$ cat src/rtl/core/u8u16_pkg.sv
// shared types and constants of the utf-8 to utf-16 transcoder
package u8u16_pkg;

  // depth of the queue between decoder and unit sequencer
  localparam int unsigned QUEUE_DEPTH = 4;

  // code units
  localparam logic [15:0] QMARK        = 16'h003F;
  localparam logic [15:0] SURR_HI_BASE = 16'hD800;
  localparam logic [15:0] SURR_LO_BASE = 16'hDC00;
  localparam logic [20:0] PLANE1_BASE  = 21'h10000;

  // what follows the question marks of one request
  typedef enum logic [1:0] {
    TAIL_NONE,
    TAIL_UNIT,
    TAIL_PAIR
  } tail_t;

  // one decoded request: n_qmark question marks, then the tail
  typedef struct packed {
    logic [1:0]  n_qmark;
    tail_t       tail;
    logic [20:0] cp;
    logic        end_flag;
  } desc_t;

endpackage

$ cat src/rtl/core/u8u16_ifs.sv
// byte and code unit channel interfaces
interface u8u16_in_if;
  logic       valid;
  logic       ready;
  logic [7:0] in_byte;
  logic       end_of_input;

  modport source (output valid, output in_byte, output end_of_input, input ready);
  modport sink (input valid, input in_byte, input end_of_input, output ready);
endinterface

interface u8u16_out_if;
  logic        valid;
  logic        ready;
  logic [15:0] code_unit;
  logic        run_last;
  logic        string_last;

  modport source (output valid, output code_unit, output run_last, output string_last,
                  input ready);
  modport sink (input valid, input code_unit, input run_last, input string_last,
                output ready);
endinterface

$ cat src/rtl/core/u8u16_front.sv
// byte classifier and sequence decoder, emits one request per byte with output
module u8u16_front (
  input  logic            clk,
  input  logic            rst_n,
  u8u16_in_if.sink        in_ch,
  input  logic            q_full,
  output logic            q_push,
  output u8u16_pkg::desc_t q_desc
);
  import u8u16_pkg::*;

  typedef enum logic [2:0] {
    KIND_CONT,
    KIND_ASCII,
    KIND_LEAD2,
    KIND_LEAD3,
    KIND_LEAD4,
    KIND_BAD
  } kind_t;

  function automatic kind_t classify(input logic [7:0] b);
    kind_t k;
    priority if (b[7] == 1'b0)        k = KIND_ASCII;
    else if (b[7:6] == 2'b10)         k = KIND_CONT;
    else if (b[7:5] == 3'b110)        k = KIND_LEAD2;
    else if (b[7:4] == 4'b1110)       k = KIND_LEAD3;
    else if (b[7:3] == 5'b11110)      k = KIND_LEAD4;
    else                              k = KIND_BAD;
    return k;
  endfunction

  logic [7:0]      lead_r, lead_nxt;
  logic [1:0][5:0] pay_r, pay_nxt;
  logic [1:0]      held_r, held_nxt;
  logic [1:0]      need_r, need_nxt;

  kind_t       kind;
  logic        fresh;
  logic [2:0]  held_inc;
  logic [5:0]  low;
  logic [20:0] cp;
  desc_t       desc;
  logic        accept;

  assign in_ch.ready = !q_full;
  assign accept      = in_ch.valid && in_ch.ready;

  // decode one byte against the pending sequence
  always_comb begin
    kind     = classify(in_ch.in_byte);
    low      = in_ch.in_byte[5:0];
    held_inc = {1'b0, held_r} + 3'd1;
    lead_nxt = lead_r;
    pay_nxt  = pay_r;
    held_nxt = held_r;
    need_nxt = need_r;
    fresh    = 1'b1;
    cp       = '0;
    desc          = '0;
    desc.tail     = TAIL_NONE;
    desc.end_flag = in_ch.end_of_input;

    if (need_r != 2'd0) begin
      if (kind == KIND_CONT) begin
        fresh = 1'b0;
        if (held_inc >= {1'b0, need_r}) begin
          // sequence complete
          unique case (need_r)
            2'd1:    cp = {10'd0, lead_r[4:0], low};
            2'd2:    cp = {5'd0, lead_r[3:0], pay_r[0], low};
            default: cp = {lead_r[2:0], pay_r[0], pay_r[1], low};
          endcase
          desc.cp   = cp;
          desc.tail = (cp[20:16] != 5'd0) ? TAIL_PAIR : TAIL_UNIT;
          lead_nxt  = '0;
          pay_nxt   = '0;
          held_nxt  = '0;
          need_nxt  = '0;
        end else begin
          pay_nxt[held_r[0]] = low;
          held_nxt           = held_inc[1:0];
          // string ends inside the sequence
          if (in_ch.end_of_input) begin
            desc.n_qmark = held_inc[1:0] + 2'd1;
            lead_nxt     = '0;
            pay_nxt      = '0;
            held_nxt     = '0;
            need_nxt     = '0;
          end
        end
      end else begin
        // non-continuation cuts the sequence short
        desc.n_qmark = held_r + 2'd1;
        lead_nxt     = '0;
        pay_nxt      = '0;
        held_nxt     = '0;
        need_nxt     = '0;
      end
    end

    // new byte handled on its own
    if (fresh) begin
      unique case (kind)
        KIND_ASCII: begin
          desc.tail = TAIL_UNIT;
          desc.cp   = {13'd0, in_ch.in_byte};
        end
        KIND_LEAD2, KIND_LEAD3, KIND_LEAD4: begin
          if (in_ch.end_of_input) begin
            desc.tail = TAIL_UNIT;
            desc.cp   = {5'd0, QMARK};
          end else begin
            lead_nxt = in_ch.in_byte;
            held_nxt = '0;
            unique case (kind)
              KIND_LEAD2: need_nxt = 2'd1;
              KIND_LEAD3: need_nxt = 2'd2;
              default:    need_nxt = 2'd3;
            endcase
          end
        end
        default: begin
          desc.tail = TAIL_UNIT;
          desc.cp   = {5'd0, QMARK};
        end
      endcase
    end
  end

  assign q_desc = desc;
  assign q_push = accept && ((desc.n_qmark != 2'd0) || (desc.tail != TAIL_NONE));

  // pending sequence state
  always_ff @(posedge clk) begin
    if (!rst_n) begin
      lead_r <= '0;
      pay_r  <= '0;
      held_r <= '0;
      need_r <= '0;
    end else if (accept) begin
      lead_r <= lead_nxt;
      pay_r  <= pay_nxt;
      held_r <= held_nxt;
      need_r <= need_nxt;
    end
  end

endmodule

$ cat src/rtl/core/u8u16_fifo.sv
// request queue between decoder and unit sequencer
module u8u16_fifo #(
  parameter int unsigned DEPTH = u8u16_pkg::QUEUE_DEPTH
) (
  input  logic             clk,
  input  logic             rst_n,
  input  logic             push,
  input  u8u16_pkg::desc_t wr_desc,
  input  logic             pop,
  output u8u16_pkg::desc_t rd_desc,
  output logic             full,
  output logic             empty
);
  import u8u16_pkg::*;

  localparam int unsigned AW = (DEPTH > 1) ? $clog2(DEPTH) : 1;
  localparam int unsigned CW = $clog2(DEPTH + 1);
  localparam logic [AW-1:0] LAST_PTR = AW'(DEPTH - 1);
  localparam logic [CW-1:0] FULL_CNT = CW'(DEPTH);

  desc_t         mem_r [DEPTH];
  logic [AW-1:0] wr_ptr_r, wr_ptr_nxt;
  logic [AW-1:0] rd_ptr_r, rd_ptr_nxt;
  logic [CW-1:0] cnt_r, cnt_nxt;

  assign full    = (cnt_r == FULL_CNT);
  assign empty   = (cnt_r == '0);
  assign rd_desc = mem_r[rd_ptr_r];

  // pointer and count update
  always_comb begin
    wr_ptr_nxt = wr_ptr_r;
    rd_ptr_nxt = rd_ptr_r;
    cnt_nxt    = cnt_r;
    if (push) wr_ptr_nxt = (wr_ptr_r == LAST_PTR) ? '0 : wr_ptr_r + AW'(1);
    if (pop)  rd_ptr_nxt = (rd_ptr_r == LAST_PTR) ? '0 : rd_ptr_r + AW'(1);
    if (push && !pop)      cnt_nxt = cnt_r + CW'(1);
    else if (pop && !push) cnt_nxt = cnt_r - CW'(1);
  end

  always_ff @(posedge clk) begin
    if (!rst_n) begin
      wr_ptr_r <= '0;
      rd_ptr_r <= '0;
      cnt_r    <= '0;
    end else begin
      wr_ptr_r <= wr_ptr_nxt;
      rd_ptr_r <= rd_ptr_nxt;
      cnt_r    <= cnt_nxt;
    end
  end

  // storage
  always_ff @(posedge clk) begin
    if (push) mem_r[wr_ptr_r] <= wr_desc;
  end

endmodule

$ cat src/rtl/core/u8u16_back.sv
// unit sequencer: expands each request into code units through an output register
module u8u16_back (
  input  logic             clk,
  input  logic             rst_n,
  input  u8u16_pkg::desc_t q_desc,
  input  logic             q_empty,
  output logic             q_pop,
  u8u16_out_if.source      out_ch
);
  import u8u16_pkg::*;

  logic [1:0]  step_r, step_nxt;
  logic        out_valid_r;
  logic [15:0] unit_r;
  logic        run_last_r;
  logic        string_last_r;

  logic [2:0]  total;
  logic        last;
  logic        load;
  logic [20:0] idx;
  logic [15:0] unit;

  // units in the head request and the one at this step
  always_comb begin
    unique case (q_desc.tail)
      TAIL_UNIT: total = {1'b0, q_desc.n_qmark} + 3'd1;
      TAIL_PAIR: total = {1'b0, q_desc.n_qmark} + 3'd2;
      default:   total = {1'b0, q_desc.n_qmark};
    endcase
    last = (({1'b0, step_r} + 3'd1) == total);
    idx  = q_desc.cp - PLANE1_BASE;
    if (step_r < q_desc.n_qmark)       unit = QMARK;
    else if (q_desc.tail == TAIL_UNIT) unit = q_desc.cp[15:0];
    else if (step_r == q_desc.n_qmark) unit = SURR_HI_BASE + {5'd0, idx[20:10]};
    else                               unit = SURR_LO_BASE + {6'd0, idx[9:0]};
  end

  assign load     = !out_valid_r || out_ch.ready;
  assign q_pop    = load && !q_empty && last;
  assign step_nxt = last ? 2'd0 : step_r + 2'd1;

  // output register and step counter
  always_ff @(posedge clk) begin
    if (!rst_n) begin
      out_valid_r <= 1'b0;
      step_r      <= '0;
    end else if (load) begin
      out_valid_r <= !q_empty;
      if (!q_empty) step_r <= step_nxt;
    end
  end

  always_ff @(posedge clk) begin
    if (load && !q_empty) begin
      unit_r        <= unit;
      run_last_r    <= last;
      string_last_r <= last && q_desc.end_flag;
    end
  end

  assign out_ch.valid       = out_valid_r;
  assign out_ch.code_unit   = unit_r;
  assign out_ch.run_last    = run_last_r;
  assign out_ch.string_last = string_last_r;

endmodule

$ cat src/rtl/core/utf8_to_utf16_transcoder_core.sv
// utf-8 to utf-16 transcoder top level
// a byte's request is written into the queue; the sequencer then loads its code units into the
// output register one at a time. throughput: one byte per cycle while the queue is not full;
//   a byte with results yields 1 to 4 code units, each held in the output register until taken
// a queue of QUEUE_DEPTH requests lets the decoder run ahead of the sequencer
// reset: synchronous active-low rst_n clears pending sequence, queue and output valid
module utf8_to_utf16_transcoder_core #(
  parameter int unsigned QUEUE_DEPTH = u8u16_pkg::QUEUE_DEPTH
) (
  input  logic        clk,
  input  logic        rst_n,
  u8u16_in_if.sink    in_ch,
  u8u16_out_if.source out_ch
);
  import u8u16_pkg::*;

  desc_t push_desc;
  desc_t head_desc;
  logic  q_push;
  logic  q_pop;
  logic  q_full;
  logic  q_empty;

  u8u16_front u_front (
    .clk    (clk),
    .rst_n  (rst_n),
    .in_ch  (in_ch),
    .q_full (q_full),
    .q_push (q_push),
    .q_desc (push_desc)
  );

  u8u16_fifo #(
    .DEPTH (QUEUE_DEPTH)
  ) u_fifo (
    .clk     (clk),
    .rst_n   (rst_n),
    .push    (q_push),
    .wr_desc (push_desc),
    .pop     (q_pop),
    .rd_desc (head_desc),
    .full    (q_full),
    .empty   (q_empty)
  );

  u8u16_back u_back (
    .clk     (clk),
    .rst_n   (rst_n),
    .q_desc  (head_desc),
    .q_empty (q_empty),
    .q_pop   (q_pop),
    .out_ch  (out_ch)
  );

endmodule

$ cat src/flat_wrapper.sv
// flat-port wrapper written by rule: the top's interface ports become plain ports
module utf8_to_utf16_transcoder_core_flat import u8u16_pkg::*;
#(
  parameter int unsigned QUEUE_DEPTH = u8u16_pkg::QUEUE_DEPTH
)
  (clk, rst_n, in_ch_valid, in_ch_in_byte, in_ch_end_of_input, in_ch_ready, out_ch_valid, out_ch_code_unit, out_ch_run_last, out_ch_string_last, out_ch_ready);
  u8u16_in_if in_ch_i ();
  u8u16_out_if out_ch_i ();
  input  logic clk;
  input  logic rst_n;
  input wire logic [$bits(in_ch_i.valid)-1:0] in_ch_valid;
  input wire logic [$bits(in_ch_i.in_byte)-1:0] in_ch_in_byte;
  input wire logic [$bits(in_ch_i.end_of_input)-1:0] in_ch_end_of_input;
  output wire logic [$bits(in_ch_i.ready)-1:0] in_ch_ready;
  output wire logic [$bits(out_ch_i.valid)-1:0] out_ch_valid;
  output wire logic [$bits(out_ch_i.code_unit)-1:0] out_ch_code_unit;
  output wire logic [$bits(out_ch_i.run_last)-1:0] out_ch_run_last;
  output wire logic [$bits(out_ch_i.string_last)-1:0] out_ch_string_last;
  input wire logic [$bits(out_ch_i.ready)-1:0] out_ch_ready;
  assign in_ch_i.valid = in_ch_valid;
  assign in_ch_i.in_byte = in_ch_in_byte;
  assign in_ch_i.end_of_input = in_ch_end_of_input;
  assign in_ch_ready = in_ch_i.ready;
  assign out_ch_valid = out_ch_i.valid;
  assign out_ch_code_unit = out_ch_i.code_unit;
  assign out_ch_run_last = out_ch_i.run_last;
  assign out_ch_string_last = out_ch_i.string_last;
  assign out_ch_i.ready = out_ch_ready;
  utf8_to_utf16_transcoder_core #(.QUEUE_DEPTH(QUEUE_DEPTH)) u_core (.clk(clk), .rst_n(rst_n), .in_ch(in_ch_i), .out_ch(out_ch_i));
endmodule
$ cat config.mk
export PLATFORM = sky130hd
export DESIGN_NAME = utf8_to_utf16_transcoder_core_flat
export DESIGN_NICKNAME = d
export VERILOG_FILES = /design/src/rtl/core/u8u16_pkg.sv /design/src/rtl/core/u8u16_ifs.sv /design/src/rtl/core/u8u16_front.sv /design/src/rtl/core/u8u16_fifo.sv /design/src/rtl/core/u8u16_back.sv /design/src/rtl/core/utf8_to_utf16_transcoder_core.sv /design/src/flat_wrapper.sv
export SDC_FILE = /design/constraint.sdc
export NUM_CORES = 1
export LEC_CHECK = 0
export ABC_CLOCK_PERIOD_IN_PS = 8100
export BUFFER_PORTS_ARGS = -buffer_cell sky130_fd_sc_hd__buf_4
export CORE_MARGIN = 1
export CORE_UTILIZATION = 55
export CTS_CLUSTER_DIAMETER = 60
export DETAILED_ROUTE_END_ITERATION = 8
export GPL_TIMING_DRIVEN = 0
export HOLD_SLACK_MARGIN = 0.1
export PLACE_DENSITY = 0.81
export SLEW_MARGIN = 25
export SYNTH_ARGS = -nofsm -noshare
export SYNTH_HDL_FRONTEND = slang
export SYNTH_HIERARCHICAL = 1
export SYNTH_SLANG_ARGS = --single-unit
$ cat constraint.sdc
create_clock -name clk -period 8.1 [get_ports clk]
set_clock_uncertainty 0.15 [all_clocks]
set_input_delay 0.81 -clock clk [delete_from_list [all_inputs] [get_ports clk]]
set_output_delay 0.81 -clock clk [all_outputs]
set_load 0.05 [all_outputs]
==> impl_metrics.py <==
metrics = {
    "synthesis": {
        "synthCells": 474,
        "syn_area_mm2": 0.00686,
        "synth_warnings": 6,
        "async_flop_share": 0,
        "synth_ff_type": "edfxtp_1",
        "avgSynthCellArea_um2": 14.5,
        "ys_seq_area_frac": 0.630,
        "synth.distinct_cells": 63,
        "synth_seq_cells": 155,
        "synth-edff-count": 122,
        "syn_nets": 508,
    },
    "grt": {
        "antenna_found_initial": 0,
        "grt_start_max_net_pins": 27,
        "grt_pass1_wl_mm": 22.4,
        "first_global_vias": 4176,
        "grt.total_usage": 0.240,
        "gr-total-overflow": 0,
    },
    "cts": {
        "clk_latency_ns": 0.42,
        "cts_hold_buffers": 0,
        "cts_setup_buffers": 0,
        "cts_buffer_depth": 2,
        "cts_resized": 0,
        "h-tree-depth": 4,
        "root_buffer": "clkbuf_16",
        "clk_pin_slew_ns": 0.06,
        "cts_buffers": 17,
        "numClockSinks": 155,
        "cts_tree": "done",
    },
    "setup_path": {
        "path_class": "flop to flop",
        "cp_slowest_cell": "xor2_1",
        "crit_top_cell": "inv_1",
        "cp-start-kind": "flop",
        "rr_endpoint": "u_core/u_fifo/cnt_r[2]",
        "critPathArrivalTime_ns": 4.34,
        "slowest_delay_ns": 0.41,
        "end_kind": "flop",
        "rr_worst_depth": 16,
        "path_cells": "clkbuf_2, buf_2, mux4_2, inv_1, ha_1, nor2b_1, a31oi_1, xor2_1, nor3_1, inv_1, ha_1, inv_1, fa_1, xor2_1, or3_1, a21boi_0",
        "r2r_setup_slack_ns": 3.96,
        "critPathRequiredTime_ns": 8.30,
        "path_max_fanout": 10,
    },
    "detailed_routing": {
        "final_antenna_net_count": 0,
        "vias": 4209,
        "wirelength_mm": 14.2,
        "drtIter0Drc": 335,
        "via_per_inst": 5.95,
        "drc": 0,
        "dr.pass1.iters": 5,
        "wl_per_cell_um": 20.1,
    },
    "power_and_ir_drop": {
        "p_sw_mw": 0.805,
        "vdd_ir_drop_max_uv": 172,
        "internal_power_mw": 1.84,
        "p_clk_frac": 0.348,
        "sequentialPowerShare": 0.391,
        "switching_share": 0.304,
        "power_density_mw_per_mm2": 330,
        "p_leak_nw": 2.88,
        "comb_power_share": 0.261,
    },
    "sta": {
        "fin_crit_sh": 0.511,
        "hold_viol": 0,
        "worst_slew_pin_slew_ns": 0.809,
        "setup_slack_ns": 3.96,
        "rsz0062_at_grt": "no",
        "slew_violations": 0,
        "setup_viol": 0,
        "fmax_mhz": 242,
        "period_needed_ns": 4.14,
        "setup_tns_ns": 0,
        "slew_headroom": 0.456,
    },
    "placed_design": {
        "dp_slack_ns": 4.02,
        "dp_hpwl_mm": 9.36,
        "placed_area_mm2": 0.00733,
        "placed_cells": 675,
        "io_buffers": 32,
        "gp_congestion": 0.878,
    },
    "finish": {
        "drive_above_1_share": 0.212,
        "multiInputGateArea_mm2": 0.00231,
        "regArea_mm2": 0.00432,
        "n_antenna_cell": 0,
        "final_net_count": 560,
        "syn2layout_area_growth_pct": 16.9,
        "final.fill_count": 843,
        "fin_cells": 707,
        "stdcell_area_mm2": 0.00803,
    },
    "hold_path": {
        "min_delay_path_depth": 2,
        "hold_start": "u_core/u_front/pay_r[7]",
        "holdCritPathClass": "flop to flop",
        "holdPathEnd": "u_core/u_front/pay_r[7]",
    },
    "die": {
        "rows": 40,
        "io_pins": 33,
        "start_util": 0.567,
        "die_w_um": 114,
        "die_area_mm2": 0.0129,
        "die_height_um": 114,
        "core-area_mm2": 0.0121,
    },
    "status": {
        "status": "finished clean",
    },
    "flow_run": {
        "max_cap_violations": 0,
    },
}
[state kept, by name, indices dropped and copies added, names as in the netlist, 2 cells and up, named ones only]
| register | count |
|---|---|
| u_core/u_fifo/mem_r | 104 |
| u_core/u_fifo/wr_ptr_r | 2 |
| u_core/u_front/held_r | 2 |
| u_core/u_back/out_ch.code_unit | 16 |
| u_core/u_fifo/cnt_r | 3 |
| u_core/u_back/step_r | 2 |
| u_core/u_front/pay_r | 12 |
| u_core/u_fifo/rd_ptr_r | 2 |
| u_core/u_front/lead_r | 5 |
| u_core/u_front/need_r | 2 |
[cell usage after synthesis (all sizes together) (9+ instances only)]
master | instances | share of area
a21oi | 21 | 0.016
o21ai | 9 | 0.0066
clkbuf | 10 | 0.0056
mux4 | 26 | 0.089
nor2 | 19 | 0.011
nand2 | 37 | 0.020
buf | 9 | 0.013
inv | 29 | 0.016
edfxtp | 122 | 0.53
ha | 19 | 0.035
nand2b | 9 | 0.0097
dfxtp | 33 | 0.096
nand3 | 9 | 0.0073
a21o | 9 | 0.0098
o22ai | 12 | 0.011
nor3b | 9 | 0.011
[placed cells by master (no fill, tap or decap), types with 4 or more instances in the layout]
cell | netlist | final
o21ai_0 | 8 | 8
nor3b_1 | 7 | 7
nand2b_1 | 7 | 7
dfxtp_1 | 33 | 33
mux4_2 | 20 | 20
nand2_1 | 37 | 37
o22ai_1 | 12 | 12
buf_2 | 4 | 4
nand3_1 | 8 | 8
and2_2 | 0 | 4
a22oi_1 | 6 | 6
nor2b_1 | 8 | 7
mux4_1 | 6 | 6
nor2_1 | 18 | 18
a211oi_1 | 7 | 7
edfxtp_1 | 122 | 122
xnor2_1 | 4 | 4
ha_1 | 19 | 19
a21o_1 | 9 | 9
a21oi_1 | 19 | 19
inv_1 | 29 | 29
nand4_1 | 7 | 7
nor3_1 | 5 | 5
bufinv_16 | 0 | 7
buf_4 | 1 | 33
mux2i_1 | 4 | 4
o211ai_1 | 5 | 5
a32o_1 | 5 | 5
clkbuf_1 | 9 | 9
clkbuf_16 | 0 | 17
[how the worst max path moves through the flow]
stage,startpoint,end,slack (ns)
after floorplan,flop,u_core/u_fifo/cnt_r[2],4.40
after global placement,out_ch_ready,u_core/u_fifo/cnt_r[2],3.87
after CTS,flop,u_core/u_fifo/cnt_r[2],3.98
final,flop,u_core/u_fifo/cnt_r[2],3.96
after global routing,flop,u_core/u_fifo/cnt_r[2],3.74
after detailed placement,flop,u_core/u_fifo/cnt_r[2],4.02
[logic make-up after synthesis]
family          after synthesis  synth area share
buf+inv                      48            0.0346
mux                          31            0.0961
fa+ha+maj                    21            0.0405
simple gates                122            0.0962
compound gates               90            0.0937
flops                       155             0.630
xor+xnor                      7           0.00893
[metal layers]
| metal | share of wire | track usage |
|---|---|---|
| met1 | 0.42 | 0.299 |
| met2 | 0.50 | 0.407 |
| met3 | 0.051 | 0.0489 |
| met4 | 0.024 | 0.107 |
| met5 | 0 | 0 |
[cell type report]
| type | instances | share of cell area |
|---|---|---|
| clock buffer | 17 | 0.0530 |
| buffer | 19 | 0.0161 |
| inverter | 29 | 0.0136 |
| multi-input combinational | 271 | 0.288 |
| sequential | 155 | 0.539 |
| tap | 168 | 0.0262 |
| clock inverter | 15 | 0.0334 |
| timing repair buffer | 33 | 0.0313 |
[critical path: cells and delay by family (launching register included)]
family | cells | cell delay, ns
flops | 1 | 0.30
mux | 1 | 0.39
compound gates | 2 | 0.36
fa+ha+maj | 3 | 0.84
simple gates | 3 | 0.65
xor+xnor | 2 | 0.56
buf+inv | 5 | 0.80
[metrics by stage]
step	hold slack, ns	utilization	power, mW
after global routing	0.376	0.663	2.75
after floorplan	0.293	-	1.55
after global placement	0.324	0.604	1.70
final	0.349	0.663	2.65
after CTS	0.346	0.663	2.66
after detailed placement	0.335	0.605	1.74
[power groups by stage]
stage	clock network, mW	logic (mW)	registers [mW]
after floorplan	0	0.336	1.21
after global placement	0	0.660	1.05
after detailed placement	0	0.686	1.05
after CTS	0.936	0.690	1.04
after global routing	0.967	0.739	1.04
final	0.922	0.690	1.04
(Power assumes the default switching activity.)
